## src/hdl/clis_pkg.sv

```systemverilog
`timescale 1ns / 1ps
// ----------------------------------------------------------------------------
// clis_pkg
// Shared sizes, element type and saturating count add for the longest
// increasing subsequence counter.
// ----------------------------------------------------------------------------
package clis_pkg;

    localparam int MAX_ITEMS  = 1024;
    localparam int VALUE_BITS = 32;
    localparam int COUNT_BITS = 32;

    // stored element width: at most 32 bits; values keep their low STORE_BITS bits
    localparam int STORE_BITS = (VALUE_BITS < 32) ? VALUE_BITS : 32;
    localparam int ADDR_BITS  = (MAX_ITEMS > 1) ? $clog2(MAX_ITEMS) : 1;
    localparam int CNT_BITS   = $clog2(MAX_ITEMS + 1);
    localparam int LEN_BITS   = CNT_BITS;

    localparam int QDEPTH     = 4;
    localparam int QADDR_BITS = $clog2(QDEPTH);
    localparam int QCNT_BITS  = $clog2(QDEPTH + 1);

    typedef struct packed {
        logic signed [STORE_BITS-1:0] value;
        logic                         last;
    } t_elem;

    typedef struct packed {
        logic                  sat;
        logic [COUNT_BITS-1:0] sum;
    } t_sum;

    function automatic t_sum sat_add(input logic [COUNT_BITS-1:0] a,
                                     input logic [COUNT_BITS-1:0] b);
        logic [COUNT_BITS:0] s;
        t_sum                r;
        s = {1'b0, a} + {1'b0, b};
        if (s[COUNT_BITS]) begin
            r.sat = 1'b1;
            r.sum = '1;
        end else begin
            r.sat = 1'b0;
            r.sum = s[COUNT_BITS-1:0];
        end
        return r;
    endfunction

endpackage

```

## src/hdl/clis_front.sv

```systemverilog
`timescale 1ns / 1ps
// ----------------------------------------------------------------------------
// clis_front
// Input side: accepts elements, narrows them to the stored width and holds
// them in a short queue for the sequencer.
// ----------------------------------------------------------------------------
module clis_front (
    input  logic                   i_clk,
    input  logic                   i_rst_n,
    input  logic                   i_valid,
    output logic                   o_ready,
    input  logic signed [31:0]     i_value,
    input  logic                   i_last,
    output logic                   o_q_valid,
    input  logic                   i_q_pop,
    output clis_pkg::t_elem        o_q_elem
);

    clis_pkg::t_elem                  r_q [clis_pkg::QDEPTH];
    logic [clis_pkg::QADDR_BITS-1:0]  r_wptr;
    logic [clis_pkg::QADDR_BITS-1:0]  r_rptr;
    logic [clis_pkg::QCNT_BITS-1:0]   r_cnt;
    logic                             push;
    logic                             pop;
    clis_pkg::t_elem                  elem;

    assign o_ready   = (r_cnt != clis_pkg::QCNT_BITS'(clis_pkg::QDEPTH));
    assign o_q_valid = (r_cnt != '0);
    assign push      = i_valid && o_ready;
    assign pop       = i_q_pop && o_q_valid;
    assign o_q_elem  = r_q[r_rptr];

    // comparing the low bits as signed matches comparing the extended value
    assign elem.value = i_value[clis_pkg::STORE_BITS-1:0];
    assign elem.last  = i_last;

    always_ff @(posedge i_clk) begin
        if (push) begin
            r_q[r_wptr] <= elem;
        end
    end

    always_ff @(posedge i_clk) begin
        if (!i_rst_n) begin
            r_wptr <= '0;
            r_rptr <= '0;
            r_cnt  <= '0;
        end else begin
            if (push) begin
                r_wptr <= r_wptr + 1'b1;
            end
            if (pop) begin
                r_rptr <= r_rptr + 1'b1;
            end
            if (push && !pop) begin
                r_cnt <= r_cnt + 1'b1;
            end else if (pop && !push) begin
                r_cnt <= r_cnt - 1'b1;
            end
        end
    end

endmodule

```

## config.mk

```make
export PLATFORM = sky130hd
export DESIGN_NAME = clis_front
export DESIGN_NICKNAME = d
export VERILOG_FILES = /design/src/hdl/clis_pkg.sv /design/src/hdl/clis_front.sv
export SDC_FILE = /design/constraint.sdc
export NUM_CORES = 1
export LEC_CHECK = 0
export ABC_AREA = 1
export BUFFER_PORTS_ARGS = -buffer_cell sky130_fd_sc_hd__buf_2
export CAP_MARGIN = 5
export CORE_UTILIZATION = 30
export CTS_CLUSTER_SIZE = 20
export DETAILED_ROUTE_END_ITERATION = 16
export GPL_ROUTABILITY_DRIVEN = 0
export PLACE_DENSITY = 0.46
export SYNTH_ARGS = -nofsm -noshare
export SYNTH_HDL_FRONTEND = slang
export SYNTH_SLANG_ARGS = --single-unit
```

## constraint.sdc

```tcl
create_clock -name i_clk -period 4.55 [get_ports i_clk]
set_clock_uncertainty 0.05 [all_clocks]
set_input_delay 0 -clock i_clk [delete_from_list [all_inputs] [get_ports i_clk]]
set_output_delay 0 -clock i_clk [all_outputs]
set_load 0.02 [all_outputs]
```

==> flow_summary_export.csv <==
group,metric,value,unit
setup_path,end_kind,"primary output",
drt,vias,3396,
min_path,hp-class,"input port to register",
global_route,grt_max_degree,68,
cells_and_area,insertedDiodeCount,0,
cells_and_area,area_delta_synth_final,26.6,%
floorplan,die_area,0.0186,sq mm
logic_synthesis,yosys_register_bits,141,
floorplan,start_util,31.0,%
drt,wl,11.4,mm
logic_synthesis,seq_area_frac_synth,76.7,%
timing,fmax,365,MHz
floorplan,core_area,0.0174,sq mm
place,dp_hpwl,6.32,mm
floorplan,die_h,136,um
job,maxCapViolCount,0,
logic_synthesis,synth.distinct_cells,21,
setup_path,cp_max_fo,67,
clock_network,insertion_delay,400,ps
logic_synthesis,syn-instance-count,387,
clock_network,clkTransAtPathRegs,50,ps
timing,worst_pin_slew,1170,ps
global_route,grt_pass1_wl,17.9,mm
floorplan,ios,72,
logic_synthesis,synth_area_leaders,"edfxtp_1, nor2_1, o21ai_0",
logic_synthesis,synth_most_common_cell,"edfxtp_1",
setup_path,worstSetupPathType,"register to primary output",
logic_synthesis,synth_largest_area_cell,"edfxtp_1",
clock_network,cts_sinks,141,
logic_synthesis,synthArstFlopShare,0,%
global_route,grt_usage,13.2,%
global_route,antenna_found_initial,0,
global_route,grt_pass1_vias,3364,
drt,drc,0,
timing,tns,0,ps
global_route,use_met1,15.7,%
logic_synthesis,ys_warn_count,0,
timing,grt_setup_unrepaired,"false",
global_route,grt_use_met2,22.6,%
drt,vias_per_cell,4.63,
clock_network,numCtsBuffers,17,
cells_and_area,postLayoutCellArea,0.00684,sq mm
logic_synthesis,syn_nets,430,
power,power_density,568,mW/mm^2
cells_and_area,drive_above_1_share,20.9,%
power,ir_drop,0.310,mV
drt,dr.pass1.iters,4,
setup_path,startpoint_type,"register",
logic_synthesis,synth_edf_count,132,
place,portBuffers,71,
floorplan,rows,48,
clock_network,clockRootBuffer,"clkbuf_16",
logic_synthesis,synth_area,0.00540,sq mm
timing,timing.final.crit_period,2740,ps
timing,fin_crit_sh,60.2,%
power,leakage,2.44,nW
timing,slew_violations,0,
drt,wl_per_cell,15.6,um
cells_and_area,nNetsFinal,538,
global_route,use_met3,4.18,%
setup_path,critPathRequiredTime,4500,ps
drt,ant_nets,0,
logic_synthesis,postSynthAreaPerCell,14.0,sq um
status,outcome,"finished, final reports clean",
floorplan,dieWidth,136,um
place,post_dp_cell_area,0.00592,sq mm
logic_synthesis,ys.flop_type,"edfxtp_1",
clock_network,cts_tree,"built",
logic_synthesis,synth_top_area_share,73.4,%
drt,drt_iter0_markers,225,
global_route,overflow,0,
logic_synthesis,synthTopCellsByCount,"edfxtp_1, nor2_1, o21ai_0",
timing,finalSetupViolations,0,
clock_network,cts_max_level,4,
clock_network,clk_path_buf_depth,2,
setup_path,critPathArrivalTime,2690,ps
timing,max_slew_margin,22.0,%
timing,finalHoldViolations,0,
global_route,busiest_layer,"met2",
## metal layers
metal / share of wire, % / routed length, um
met1: 46 / 5220
met3: 4.0 / 457
met2: 50 / 5730
met5: 0 / 0
met4: 0.40 / 46
## report_power, final
group          switching, W  internal [W]
clock              0.000468      0.000800
sequential        0.0000563       0.00158
combinational      0.000684      0.000295
## cell usage in the layout, fill, tap and decap left out, drive strengths merged, types with 4 or more instances in the layout
cell	synthesis	layout
buf	17	72
nor2	80	80
edfxtp	132	132
dlygate4sd3	0	37
nand2	15	15
dfxtp	9	9
nand3	4	4
o21ai	67	67
o22ai	33	33
ha	5	5
clkbuf	3	31
inv	16	16
## repair_timing
action                                  4_1_cts  5_1_grt
endpoints found under the setup margin        0        0
hold buffers                                 37        0
buffers inserted                              0        0
endpoints found under the hold margin       141        0
resized for setup                             0        0
## cell type report
class / instances / area [sq um]
clock buffer: 31 / 548
fill: 1677 / 10600
multi-input combinational: 210 / 1060
clock inverter: 1 / 5.00
tap: 225 / 282
timing repair buffer: 109 / 733
sequential: 141 / 4150
inverter: 16 / 60.1
## worst max-delay path, stage by stage (launching register included)
cell and delay (ps):
dfxtp_2 300, buf_4 300, inv_2 910, o21ai_0 200, o22ai_1 290, buf_2 230
## stage by stage
stage / power, W / std cells / hold slack, ps / worst slack [ps] / util, %
floorplan: 0.00234 / 387 / 48.9 / 1890 / -
global placement: 0.00263 / 664 / 166 / 2340 / 34.0
detailed placement: 0.00264 / 664 / 168 / 2210 / 34.0
CTS: 0.00393 / 733 / 274 / 1770 / 39.3
global route: 0.00408 / 733 / 288 / 1610 / 39.3
finish: 0.00389 / 733 / 293 / 1810 / 39.3
## logic make-up (layout without fill, tap and decap cells)
family / after synthesis / after routing / synth area share, %
flops: 141 / 141 / 76.7
simple gates: 100 / 100 / 7.15
compound gates: 103 / 103 / 10.3
xor+xnor: 1 / 1 / 0.162
fa+ha+maj: 6 / 6 / 1.53
buf+inv: 36 / 157 / 4.17
## final timing paths
path | end | slack [ps] | start | cells after the start
worst min-delay path | r_q[0][22] | 290 | i_value[21] | 2
worst min register to register | register | 460 | r_rptr[0] | 2
worst max register to register | r_q[3][6] | 2410 | r_cnt[0] | 4
worst max-delay path | o_q_elem[30] | 1810 | register | 5
## registers in the layout (all words and copies together), names as in the netlist, named ones only
signal,count
r_wptr,2
r_cnt,3
r_rptr,2
r_q,132
No activity file was read; power rests on OpenSTA's default activity.
